## src/hw/rtl/ccst_pkg.sv

```systemverilog
// Shared types and constants for the coulomb counter state-of-charge tracker.
// Used by the config register file, controller, datapath and top level.
package ccst_pkg;

	localparam int unsigned SAMPLE_PERIOD_MS = 1000;
	localparam int unsigned VOLT_HYST_MV     = 500;

	localparam logic [30:0] FULL_Q    = 31'd1677721600;
	localparam int unsigned PCT_SHIFT = 24;

	localparam int unsigned CFG_IDX_W  = 3;
	localparam int unsigned CFG_DATA_W = 32;

	typedef enum logic [CFG_IDX_W-1:0] {
		REG_CHARGE_GAIN     = 3'd0,
		REG_DEADBAND_MA     = 3'd1,
		REG_TAIL_CURRENT_MA = 3'd2,
		REG_FULL_VOLTAGE_MV = 3'd3,
		REG_FULL_HOLD_MS    = 3'd4,
		REG_SOC_LOW_PCT     = 3'd5,
		REG_SOC_RECOVER_PCT = 3'd6,
		REG_CRITICAL_MV     = 3'd7
	} cfg_idx_t;

	typedef struct packed {
		logic [31:0] charge_gain;
		logic [14:0] deadband_ma;
		logic [14:0] tail_current_ma;
		logic [15:0] full_voltage_mv;
		logic [31:0] full_hold_ms;
		logic [6:0]  soc_low_pct;
		logic [6:0]  soc_recover_pct;
		logic [15:0] critical_mv;
	} cfg_t;

	localparam logic [31:0] RST_CHARGE_GAIN     = 32'd20000000;
	localparam logic [14:0] RST_DEADBAND_MA     = 15'd50;
	localparam logic [14:0] RST_TAIL_CURRENT_MA = 15'd2000;
	localparam logic [15:0] RST_FULL_VOLTAGE_MV = 16'd14400;
	localparam logic [31:0] RST_FULL_HOLD_MS    = 32'd60000;
	localparam logic [6:0]  RST_SOC_LOW_PCT     = 7'd20;
	localparam logic [6:0]  RST_SOC_RECOVER_PCT = 7'd30;
	localparam logic [15:0] RST_CRITICAL_MV     = 16'd11000;

	typedef enum logic [1:0] {
		ST_IDLE,
		ST_CHECK,
		ST_MUL,
		ST_COMMIT
	} state_t;

	typedef struct packed {
		logic load;
		logic check;
		logic mul;
		logic commit;
	} cmd_t;

	typedef struct packed {
		logic skip;
	} status_t;

endpackage

```

## src/hw/rtl/ccst_cfg.sv

```systemverilog
// Configuration register file for the state-of-charge tracker.
// Depends on ccst_pkg for the register index codes and the cfg_t bundle.
module ccst_cfg
	import ccst_pkg::*;
(
	input  logic                  clk,
	input  logic                  arst_n,
	input  logic                  cfg_we,
	input  logic [CFG_IDX_W-1:0]  cfg_index,
	input  logic [CFG_DATA_W-1:0] cfg_data,
	output cfg_t                  cfg
);

	cfg_t cfg_q;

	always_ff @(posedge clk or negedge arst_n) begin
		if (!arst_n) begin
			cfg_q.charge_gain     <= RST_CHARGE_GAIN;
			cfg_q.deadband_ma     <= RST_DEADBAND_MA;
			cfg_q.tail_current_ma <= RST_TAIL_CURRENT_MA;
			cfg_q.full_voltage_mv <= RST_FULL_VOLTAGE_MV;
			cfg_q.full_hold_ms    <= RST_FULL_HOLD_MS;
			cfg_q.soc_low_pct     <= RST_SOC_LOW_PCT;
			cfg_q.soc_recover_pct <= RST_SOC_RECOVER_PCT;
			cfg_q.critical_mv     <= RST_CRITICAL_MV;
		end else if (cfg_we) begin
			case (cfg_idx_t'(cfg_index))
				REG_CHARGE_GAIN:     cfg_q.charge_gain     <= cfg_data;
				REG_DEADBAND_MA:     cfg_q.deadband_ma     <= cfg_data[14:0];
				REG_TAIL_CURRENT_MA: cfg_q.tail_current_ma <= cfg_data[14:0];
				REG_FULL_VOLTAGE_MV: cfg_q.full_voltage_mv <= cfg_data[15:0];
				REG_FULL_HOLD_MS:    cfg_q.full_hold_ms    <= cfg_data;
				REG_SOC_LOW_PCT:     cfg_q.soc_low_pct     <= cfg_data[6:0];
				REG_SOC_RECOVER_PCT: cfg_q.soc_recover_pct <= cfg_data[6:0];
				REG_CRITICAL_MV:     cfg_q.critical_mv     <= cfg_data[15:0];
				default: ;
			endcase
		end
	end

	assign cfg = cfg_q;

endmodule

```

## src/hw/rtl/ccst_ctrl.sv

```systemverilog
// Sequencing controller for the state-of-charge tracker.
// Depends on ccst_pkg; drives the datapath through cmd_t and owns the handshakes.
module ccst_ctrl
	import ccst_pkg::*;
(
	input  logic    clk,
	input  logic    arst_n,
	input  logic    in_valid,
	output logic    in_stall,
	output logic    out_valid,
	input  logic    out_stall,
	input  status_t status,
	output cmd_t    cmd
);

	state_t state_q, state_d;
	logic   out_valid_q, out_valid_d;
	logic   out_free;

	always_ff @(posedge clk or negedge arst_n) begin
		if (!arst_n) begin
			state_q     <= ST_IDLE;
			out_valid_q <= 1'b0;
		end else begin
			state_q     <= state_d;
			out_valid_q <= out_valid_d;
		end
	end

	always_comb begin
		state_d  = state_q;
		cmd      = '0;
		in_stall = 1'b1;
		out_free = !out_valid_q || !out_stall;
		case (state_q)
			ST_IDLE: begin
				in_stall = 1'b0;
				if (in_valid) begin
					cmd.load = 1'b1;
					state_d  = ST_CHECK;
				end
			end
			ST_CHECK: begin
				if (status.skip) begin
					state_d = ST_IDLE;
				end else begin
					cmd.check = 1'b1;
					state_d   = ST_MUL;
				end
			end
			ST_MUL: begin
				cmd.mul = 1'b1;
				state_d = ST_COMMIT;
			end
			ST_COMMIT: begin
				if (out_free) begin
					cmd.commit = 1'b1;
					state_d    = ST_IDLE;
				end
			end
			default: state_d = ST_IDLE;
		endcase
		if (cmd.commit)
			out_valid_d = 1'b1;
		else if (out_valid_q && !out_stall)
			out_valid_d = 1'b0;
		else
			out_valid_d = out_valid_q;
	end

	assign out_valid = out_valid_q;

endmodule

```

## src/hw/rtl/ccst_dp.sv

```systemverilog
// Datapath for the state-of-charge tracker: sample gate, two-step charge
// multiply, charge clamp, full-charge hold timer and safety hysteresis. Depends on ccst_pkg.
module ccst_dp
	import ccst_pkg::*;
(
	input  logic               clk,
	input  logic               arst_n,
	input  cfg_t               cfg,
	input  cmd_t               cmd,
	output status_t            status,
	input  logic [31:0]        now_ms,
	input  logic               sensor_ok,
	input  logic [15:0]        bus_mv,
	input  logic signed [15:0] raw_current_ma,
	output logic [30:0]        soc_q,
	output logic [15:0]        voltage_out_mv,
	output logic signed [15:0] current_out_ma,
	output logic               reading_valid,
	output logic               safe,
	output logic               safety_changed,
	output logic               full_reset_done
);

	logic [31:0]        now_q;
	logic               ok_q;
	logic [15:0]        mv_q;
	logic signed [15:0] raw_q;

	logic [31:0]        last_time_q;
	logic [30:0]        charge_q;
	logic [15:0]        held_mv_q;
	logic signed [15:0] held_cur_q;
	logic               armed_q;
	logic [31:0]        hold_start_q;
	logic               charge_unsafe_q;
	logic               volt_unsafe_q;

	logic signed [15:0] cur_q;
	logic [14:0]        mag_q;
	logic [30:0]        prod1_q;
	logic [62:0]        prod2_q;
	logic               no_int_q;
	logic               full_cond_q;
	logic               hold_due_q;
	logic               v_low_q;
	logic               v_high_q;

	logic [30:0]        soc_out_q;
	logic [15:0]        mv_out_q;
	logic signed [15:0] cur_out_q;
	logic               valid_out_q;
	logic               safe_out_q;
	logic               changed_out_q;
	logic               full_out_q;

	logic [31:0]        elapsed;
	logic [15:0]        dt;
	logic signed [15:0] cur;
	logic [14:0]        mag;
	logic [30:0]        step;
	logic [31:0]        sum;
	logic [31:0]        diff;
	logic [30:0]        lvl;
	logic [30:0]        lvl2;
	logic               arm_set;
	logic               arm_clr;
	logic               forced;
	logic               cu_d;
	logic               vu_d;
	logic               was_safe;
	logic [16:0]        v_recover;

	always_comb begin
		elapsed     = now_q - last_time_q;
		status.skip = elapsed < 32'(SAMPLE_PERIOD_MS);
		dt          = (elapsed[31:16] != 16'd0) ? 16'hFFFF : elapsed[15:0];
		cur         = (raw_q == 16'sh8000) ? 16'sh7FFF : -raw_q;
		mag         = cur[15] ? 15'(-cur) : cur[14:0];
		v_recover   = {1'b0, cfg.critical_mv} + 17'(VOLT_HYST_MV);

		step = prod2_q[62:32];
		sum  = {1'b0, charge_q} + {1'b0, step};
		diff = {1'b0, charge_q} - {1'b0, step};
		if (no_int_q)
			lvl = charge_q;
		else if (cur_q[15])
			lvl = diff[31] ? 31'd0 : diff[30:0];
		else
			lvl = (sum > {1'b0, FULL_Q}) ? FULL_Q : sum[30:0];

		lvl2    = lvl;
		arm_set = 1'b0;
		arm_clr = 1'b0;
		forced  = 1'b0;
		if (lvl < FULL_Q) begin
			if (full_cond_q) begin
				if (!armed_q) begin
					arm_set = 1'b1;
				end else if (hold_due_q) begin
					lvl2    = FULL_Q;
					arm_clr = 1'b1;
					forced  = 1'b1;
				end
			end else begin
				arm_clr = 1'b1;
			end
		end

		if (lvl2 <= {cfg.soc_low_pct, 24'd0})
			cu_d = 1'b1;
		else if (lvl2 >= {cfg.soc_recover_pct, 24'd0})
			cu_d = 1'b0;
		else
			cu_d = charge_unsafe_q;
		if (v_low_q)
			vu_d = 1'b1;
		else if (v_high_q)
			vu_d = 1'b0;
		else
			vu_d = volt_unsafe_q;
		was_safe = !charge_unsafe_q && !volt_unsafe_q;
	end

	always_ff @(posedge clk) begin
		if (cmd.load) begin
			now_q <= now_ms;
			ok_q  <= sensor_ok;
			mv_q  <= bus_mv;
			raw_q <= raw_current_ma;
		end
		if (cmd.check) begin
			cur_q   <= cur;
			mag_q   <= mag;
			prod1_q <= 31'(mag) * 31'(dt);
		end
		if (cmd.mul) begin
			prod2_q     <= 63'(prod1_q) * 63'(cfg.charge_gain);
			no_int_q    <= mag_q <= cfg.deadband_ma;
			full_cond_q <= (mag_q <= cfg.tail_current_ma) && (mv_q >= cfg.full_voltage_mv);
			hold_due_q  <= (now_q - hold_start_q) >= cfg.full_hold_ms;
			v_low_q     <= mv_q <= cfg.critical_mv;
			v_high_q    <= {1'b0, mv_q} >= v_recover;
		end
		if (cmd.commit) begin
			if (ok_q) begin
				soc_out_q     <= lvl2;
				mv_out_q      <= mv_q;
				cur_out_q     <= cur_q;
				valid_out_q   <= 1'b1;
				safe_out_q    <= !cu_d && !vu_d;
				changed_out_q <= (!cu_d && !vu_d) != was_safe;
				full_out_q    <= forced;
			end else begin
				soc_out_q     <= charge_q;
				mv_out_q      <= held_mv_q;
				cur_out_q     <= held_cur_q;
				valid_out_q   <= 1'b0;
				safe_out_q    <= was_safe;
				changed_out_q <= 1'b0;
				full_out_q    <= 1'b0;
			end
		end
	end

	always_ff @(posedge clk or negedge arst_n) begin
		if (!arst_n) begin
			last_time_q     <= '0;
			charge_q        <= FULL_Q;
			held_mv_q       <= '0;
			held_cur_q      <= '0;
			armed_q         <= 1'b0;
			hold_start_q    <= '0;
			charge_unsafe_q <= 1'b0;
			volt_unsafe_q   <= 1'b0;
		end else begin
			if (cmd.check)
				last_time_q <= now_q;
			if (cmd.commit && ok_q) begin
				charge_q        <= lvl2;
				held_mv_q       <= mv_q;
				held_cur_q      <= cur_q;
				charge_unsafe_q <= cu_d;
				volt_unsafe_q   <= vu_d;
				if (arm_set) begin
					armed_q      <= 1'b1;
					hold_start_q <= now_q;
				end else if (arm_clr) begin
					armed_q <= 1'b0;
				end
			end
		end
	end

	assign soc_q           = soc_out_q;
	assign voltage_out_mv  = mv_out_q;
	assign current_out_ma  = cur_out_q;
	assign reading_valid   = valid_out_q;
	assign safe            = safe_out_q;
	assign safety_changed  = changed_out_q;
	assign full_reset_done = full_out_q;

endmodule

```

## src/hw/rtl/coulomb_counter_soc_tracker_top.sv

```systemverilog
// Top level of the coulomb counter state-of-charge tracker.
// Depends on ccst_pkg, ccst_cfg, ccst_ctrl and ccst_dp.

// Each request goes through these steps from acceptance to a loaded result: capture,
// sample-period check with the current-by-time multiply, the multiply by
// charge_gain, and the charge update. A request that arrives less than one
// sample period after the last counted one is dropped at the sample-period check and
// gives no result. One request is in work at a time; the next is taken while
// a finished result still waits on out_stall, and the update stage holds
// until the output register is free. Configuration writes take effect on
// the next clock edge.
module coulomb_counter_soc_tracker_top
	import ccst_pkg::*;
(
	input  logic                  clk,
	input  logic                  arst_n,
	input  logic                  cfg_we,
	input  logic [CFG_IDX_W-1:0]  cfg_index,
	input  logic [CFG_DATA_W-1:0] cfg_data,
	input  logic                  in_valid,
	output logic                  in_stall,
	input  logic [31:0]           now_ms,
	input  logic                  sensor_ok,
	input  logic [15:0]           bus_mv,
	input  logic signed [15:0]    raw_current_ma,
	output logic                  out_valid,
	input  logic                  out_stall,
	output logic [30:0]           soc_q,
	output logic [15:0]           voltage_out_mv,
	output logic signed [15:0]    current_out_ma,
	output logic                  reading_valid,
	output logic                  safe,
	output logic                  safety_changed,
	output logic                  full_reset_done
);

	cfg_t    cfg;
	cmd_t    cmd;
	status_t status;

	ccst_cfg u_cfg (
		.clk       (clk),
		.arst_n    (arst_n),
		.cfg_we    (cfg_we),
		.cfg_index (cfg_index),
		.cfg_data  (cfg_data),
		.cfg       (cfg)
	);

	ccst_ctrl u_ctrl (
		.clk       (clk),
		.arst_n    (arst_n),
		.in_valid  (in_valid),
		.in_stall  (in_stall),
		.out_valid (out_valid),
		.out_stall (out_stall),
		.status    (status),
		.cmd       (cmd)
	);

	ccst_dp u_dp (
		.clk             (clk),
		.arst_n          (arst_n),
		.cfg             (cfg),
		.cmd             (cmd),
		.status          (status),
		.now_ms          (now_ms),
		.sensor_ok       (sensor_ok),
		.bus_mv          (bus_mv),
		.raw_current_ma  (raw_current_ma),
		.soc_q           (soc_q),
		.voltage_out_mv  (voltage_out_mv),
		.current_out_ma  (current_out_ma),
		.reading_valid   (reading_valid),
		.safe            (safe),
		.safety_changed  (safety_changed),
		.full_reset_done (full_reset_done)
	);

endmodule

```

## config.mk

```make
export PLATFORM = sky130hd
export DESIGN_NAME = coulomb_counter_soc_tracker_top
export DESIGN_NICKNAME = d
export VERILOG_FILES = /design/src/hw/rtl/ccst_pkg.sv /design/src/hw/rtl/ccst_cfg.sv /design/src/hw/rtl/ccst_ctrl.sv /design/src/hw/rtl/ccst_dp.sv /design/src/hw/rtl/coulomb_counter_soc_tracker_top.sv
export SDC_FILE = /design/constraint.sdc
export NUM_CORES = 2
export LEC_CHECK = 0
export CAP_MARGIN = 20
export CORE_ASPECT_RATIO = 1.4
export CORE_MARGIN = 2
export CORE_UTILIZATION = 50
export CTS_CLUSTER_SIZE = 12
export DETAILED_ROUTE_END_ITERATION = 8
export DONT_BUFFER_PORTS = 1
export GPL_TIMING_DRIVEN = 1
export PLACE_DENSITY = 0.77
export SKIP_LAST_GASP = 1
export SLEW_MARGIN = 0
export SYNTH_ARGS = -nofsm -noshare
export SYNTH_HDL_FRONTEND = slang
export SYNTH_SLANG_ARGS = --single-unit
export TNS_END_PERCENT = 5
```

## constraint.sdc

```tcl
create_clock -name clk -period 11.11 [get_ports clk]
set_input_delay 1.111 -clock clk [delete_from_list [all_inputs] [get_ports clk]]
set_output_delay 1.111 -clock clk [all_outputs]
set_load 0.05 [all_outputs]
```

Word level (Yosys, flattened, before mapping)
Cells that the tools add are included.
{ "totals": {"reg_bits": 535, "latch_bits": 0, "ram_bits": 0, "mem_bits_ro": 0, "input_bits": 105, "out_inout_bits": 69, "wordCells": 144, "n_memories": 0} }
{ "op_classes": {"n_addsub": 7, "mul": 2, "div_mod_pow": 0, "order_cmp": 11, "n_eq_ne": 14, "shift": 0, "mux": 43, "bitwise": 0, "n_reduce_logical": 29} }
{ "op_table": {"columns": ["cell", "count"], "rows": [
  ["$mux 31", 9],
  ["$mux 16", 4],
  ["$sub 32x32->32", 2],
  ["$mul 31x32->63", 1],
  ["$add 31x31->32", 1],
  ["$ge 32x32->1", 1],
  ["$gt 32x31->1 const B", 1],
  ["$lt 32x10->1 const B", 1],
  ["$sub 31x31->32", 1],
  ["$ge 31x31->1", 1],
  ["$le 31x31->1", 1],
  ["$lt 31x31->1 const B", 1],
  ["$mul 15x16->31", 1],
  ["$le 15x15->1", 2],
  ["$mux 1", 25],
  ["$reduce_and 2->1", 11],
  ["$add 16x9->17 const B", 1],
  ["$ge 16x17->1", 1],
  ["$eq 16x16->1 const B", 1],
  ["$ge 16x16->1", 1],
  ["$le 16x16->1", 1],
  ["$neg 16->16", 1],
  ["$reduce_bool 16->1", 1],
  ["$mux 15", 1],
  ["18 further kinds", 35]
]} }

Depth between registers and ports, before layout
{ "logic_depth": {"ltp_word": 15, "depth_mapped": 47} }

Modules after synthesis
Synthesis repeated with hierarchy kept, for this count alone.
{ "hier_totals": {"cells_unflattened": 7169, "area_unflattened_um2": 67717.4} }
{ "by_module_without_submodules": {"columns": ["module", "n_inst", "cells_each", "area_per_inst_um2", "seq_area_each_um2"], "rows": [
  ["ccst_dp", 1, 6846, 62177.1, 10133.5],
  ["ccst_cfg", 1, 305, 5381.4, 3555.9],
  ["ccst_ctrl", 1, 18, 158.9, 75.1]
]} }

Worst setup path after synthesis
Ideal clock, no wire load.
{ "synth_timing": {"path_type": "register to register", "start": "reg u_dp.now_q[0]", "end": "reg u_dp.prod1_q[30], data pin", "arrival_ns": 9.653, "required_time_ns": 10.851, "path_slack_ns": 1.198, "path_stages_with_launch": 46, "path_buffers": 2, "period_less_slack_ns": 9.912, "path_cell_list": "edfxtp_1 -> inv_1 -> ha_1 -> fa_1 -> nand2b_1 -> a21oi_1 -> o21ai_0 -> a21oi_1 -> a2111oi_0 -> nor3_1 -> nor2_1 -> o21ai_0 -> o41ai_1 -> o31ai_1 -> o21ai_0 -> a21oi_1 -> xor2_1 -> nor3_2 -> [... 10 more ...] -> fa_1 -> inv_1 -> fa_1 -> inv_1 -> fa_1 -> inv_1 -> ha_1 -> a41oi_1 -> a2111oi_0 -> nor3b_1 -> nor2_1 -> a31o_2 -> o21a_1 -> a21bo_2 -> o21ai_0 -> nand2b_1 -> a21oi_1 -> xnor2_1"} }
{ "synth_between": {"elab_chain_cells": 4} }
{ "synth_rtl": {"columns": ["item", "line", "source"], "rows": [
  ["start: declaration", "ccst_dp.sv:24", "logic [31:0] now_q;"],
  ["start signal: assignment", "ccst_dp.sv:126", "now_q <= now_ms;"],
  ["$sub 32x32->32 *", "ccst_dp.sv:74", "elapsed = now_q - last_time_q;"],
  ["$reduce_bool 16->1", "ccst_dp.sv:76", "dt = (elapsed[31:16] != 16'd0) ? 16'hFFFF : elapsed[15:0];"],
  ["$mux 16 *", "ccst_dp.sv:76", null],
  ["$mul 15x16->31 *", "ccst_dp.sv:134", "prod1_q <= 31'(mag) * 31'(dt);"],
  ["end signal: assignment", "ccst_dp.sv:134", null],
  ["end: declaration", "ccst_dp.sv:40", "logic [30:0] prod1_q;"]
]} }
Every way passes the cells marked *; elsewhere a longest branch is shown, timed or not.
A chain may end at the register's enable or synchronous reset.

Worst setup path in the final report
{ "layout_timing": {"start": "reg u_cfg.cfg_q (netlist bit u_cfg.cfg[122])", "end": "reg u_dp.prod2_q[62], data pin"} }
{ "layout_between": {"elab_chain_cells": 1} }
{ "layout_rtl": {"columns": ["item", "line", "source"], "rows": [
  ["start: declaration", "ccst_cfg.sv:14", "cfg_t cfg_q;"],
  ["$mul 31x32->63", "ccst_dp.sv:137", "prod2_q <= 63'(prod1_q) * 63'(cfg.charge_gain);"],
  ["end signal: assignment", "ccst_dp.sv:137", null],
  ["end: declaration", "ccst_dp.sv:41", "logic [62:0] prod2_q;"]
]} }
Every way passes these cells.

==> out/qor.txt <==
GR Overflow Total: 0
Detailed Route WL: 197,000 µm
area delta synth->final: 6.33%
hold buffer count at cts: 0
DR iter-0 viols: 3,626
async set-or-reset flop fraction in the synthesized netlist: 0.544
Clock transition at path regs: 0.07 ns
final worst-path cycle share: 0.941
setup repair bufs after CTS: 0
Yosys reg bits: 502
CTS tree: built
WHS: 0.160 ns
ys flop type: edfxtp_1
fillcell total: 11,700
layout cells sized above 1: 0.0776
storage element area: 13,800 µm²
first-pass GRT wire length: 306,000 µm
maxcap violations: 0
Post-Synthesis Cells: 7,134
Clk Latency, worst-skew pair: 0.67 ns
Die Wd: 313 µm
CTS Root Buffer Type: clkbuf_16
crit path DAT: 10.87 ns
placed insts: 8,759
sequential fraction of the synthesis area: 0.205
initial antenna violation count: 13
vias: 50,700
Slew Viols, Final: 0
synthesized area: 67,000 µm²
Critical Path End Type: flop
leading cell type in the layout, fill and taps excluded: inv_1
Vias/cell: 5.71
sum of negative setup slack: 0 ns
Final Hold Vio Count: 0
number of synthesized flops with an enable pin: 229
port bufs: 0
required time of the worst setup path: 11.53 ns
Worst-Margin Slew: 1.12 ns
die area: 137,000 µm²
Slowest Stage Delay on Critical Path: 0.79 ns
largest net degree at the start of global routing: 274
Synth Warn #: 0
commonest cells after routing, fill and taps aside: inv_1 (1,388), nand2_1 (1,253), fa_1 (1,049)
vias in the first global route: 54,700
Avg Cell Area, Syn: 9.40 µm²
worst-path fanout max: 9
worst path bufs/invs: 6
Critical Path Source Type: flop
Final Instance Area: 71,300 µm²
f_max: 95.7 MHz
Num CTS Buffers: 53
Nets: 8,797
slowest CP cell: dfrtp_1
core area: 134,000 µm²
RePlAce Congestion: 0.992
CTS-repair resized insts: 0
H-tree depth: 2
CP delay by family, top: adder cells
IO Pins: 174
post-DP HPWL: 156,000 µm
Initial Util: 0.502
Die Y: 437 µm
Finished Layout Cells: 8,877
num rows: 159
Final setup viols: 0
Pre-antenna DRT Iters: 6
Setup CP Type: flop to flop
Setup Skew: 0.0614 ns
status: finished, final reports clean
Post-route DRC: 0
most used cell, CP: fa_1
post-synthesis cell type count: 102
Total Routing Usage GR: 0.291
multi-input logic area: 47,000 µm²
Mapped Nets: 8,885
DRT antenna net count: 0
Rel. slew slack: 0.247
clk sinks: 502
HP Class: input port to async pin
worst-case clock buffer depth: 3
placed cell areas: 69,500 µm²
Wirelength per Cell: 22.1 µm
post-layout min period: 10.45 ns
[layer usage]
layer | track usage | share of wire | vias to the layer above
li1 | - | - | 22100
met1 | 0.327 | 0.35 | 25400
met2 | 0.504 | 0.49 | 2296
met3 | 0.0471 | 0.073 | 883
met4 | 0.201 | 0.085 | 4
met5 | 0 | 0.00013 | -
[state kept, by name (all words and copies together), names as in the netlist, 15 cells and up, named ones only]
signal	count
u_dp.mv_q	16
u_dp.held_cur_q	16
u_dp.cur_q	15
u_dp.mag_q	15
u_dp.current_out_ma	16
u_dp.charge_q	31
u_dp.voltage_out_mv	16
u_dp.now_q	32
u_dp.raw_q	16
u_dp.hold_start_q	32
u_dp.prod1_q	31
u_dp.held_mv_q	16
u_dp.soc_q	31
u_cfg.cfg	140
u_dp.last_time_q	32
u_dp.prod2_q	31
[final timing paths]
path	start	slack (ns)	cells after the start	to
setup / recovery	u_cfg.cfg[122]	0.66	31	u_dp.prod2_q[62]
hold / removal	arst_n	0.16	0	u_dp.held_mv_q[10]
setup reg to reg	u_cfg.cfg[122]	0.66	31	u_dp.prod2_q[62]
hold reg to reg	u_dp.cur_q[1]	0.43	2	u_dp.held_cur_q[1]
max in group asynchronous	arst_n	10.44	0	u_cfg.cfg[125]
min in group clk	u_dp.cur_q[1]	0.43	2	u_dp.held_cur_q[1]
[cell usage after synthesis (all sizes together) (12+ instances only)]
| cell | count | area, µm² |
|---|---|---|
| and2 | 265 | 1660 |
| fa | 1049 | 21000 |
| and3 | 17 | 106 |
| inv | 1390 | 5220 |
| nor3 | 71 | 365 |
| dfrtp | 228 | 5710 |
| xor2 | 46 | 403 |
| nor4 | 27 | 184 |
| mux2i | 14 | 140 |
| a211oi | 20 | 173 |
| nand2 | 1254 | 4710 |
| o21ai | 217 | 1090 |
| clkbuf | 281 | 1050 |
| a31oi | 17 | 106 |
| nor2b | 58 | 363 |
| mux2 | 188 | 2120 |
| or3 | 30 | 194 |
| nor2 | 248 | 931 |
| nand4 | 41 | 257 |
| buf | 28 | 155 |
| o211ai | 12 | 109 |
| o21bai | 23 | 184 |
| edfxtp | 229 | 6880 |
| o31ai | 33 | 248 |
| nand2b | 62 | 388 |
| a21oi | 184 | 928 |
| ha | 597 | 7470 |
| a21o | 67 | 503 |
| xnor2 | 129 | 1130 |
| o21a | 23 | 173 |
| dfstp | 45 | 1180 |
| nand3 | 51 | 255 |
| or2 | 19 | 119 |
[logic make-up (layout without fill, tap and decap cells)]
kind of cell / Yosys count / in the layout / synth area share
xor gates and xnor gates: 175 / 175 / 0.0229
buffers and inverters: 1704 / 1661 / 0.0961
adders and majority gates: 1646 / 1646 / 0.425
AOI/OAI and AO/OA: 727 / 727 / 0.0709
muxes: 202 / 202 / 0.0337
and+or+nand+nor: 2178 / 2178 / 0.147
DFF: 502 / 502 / 0.205
other: 0 / 15 / 0
[area by class of cell]
class                   instances  share of cell area
multi-input cells            4928               0.659
flip-flops and latches        502               0.193
inverters                    1395              0.0735
well taps                    1771              0.0311
clock buffers                  83              0.0210
repair buffers                166              0.0195
clock inverters                17             0.00256
diodes                         15            0.000527
[stage by stage]
step                setup WS [ns]  utilization
detailed placement          0.450        0.520
CTS                         0.342        0.532
finish                      0.655        0.533
global route             -0.00707        0.533
floorplan                    1.20            -
global placement            0.691        0.519
Power is left out: the tool's default activity adds up to more than one toggle a clock period on the data nets, which glitch-free logic cannot reach.
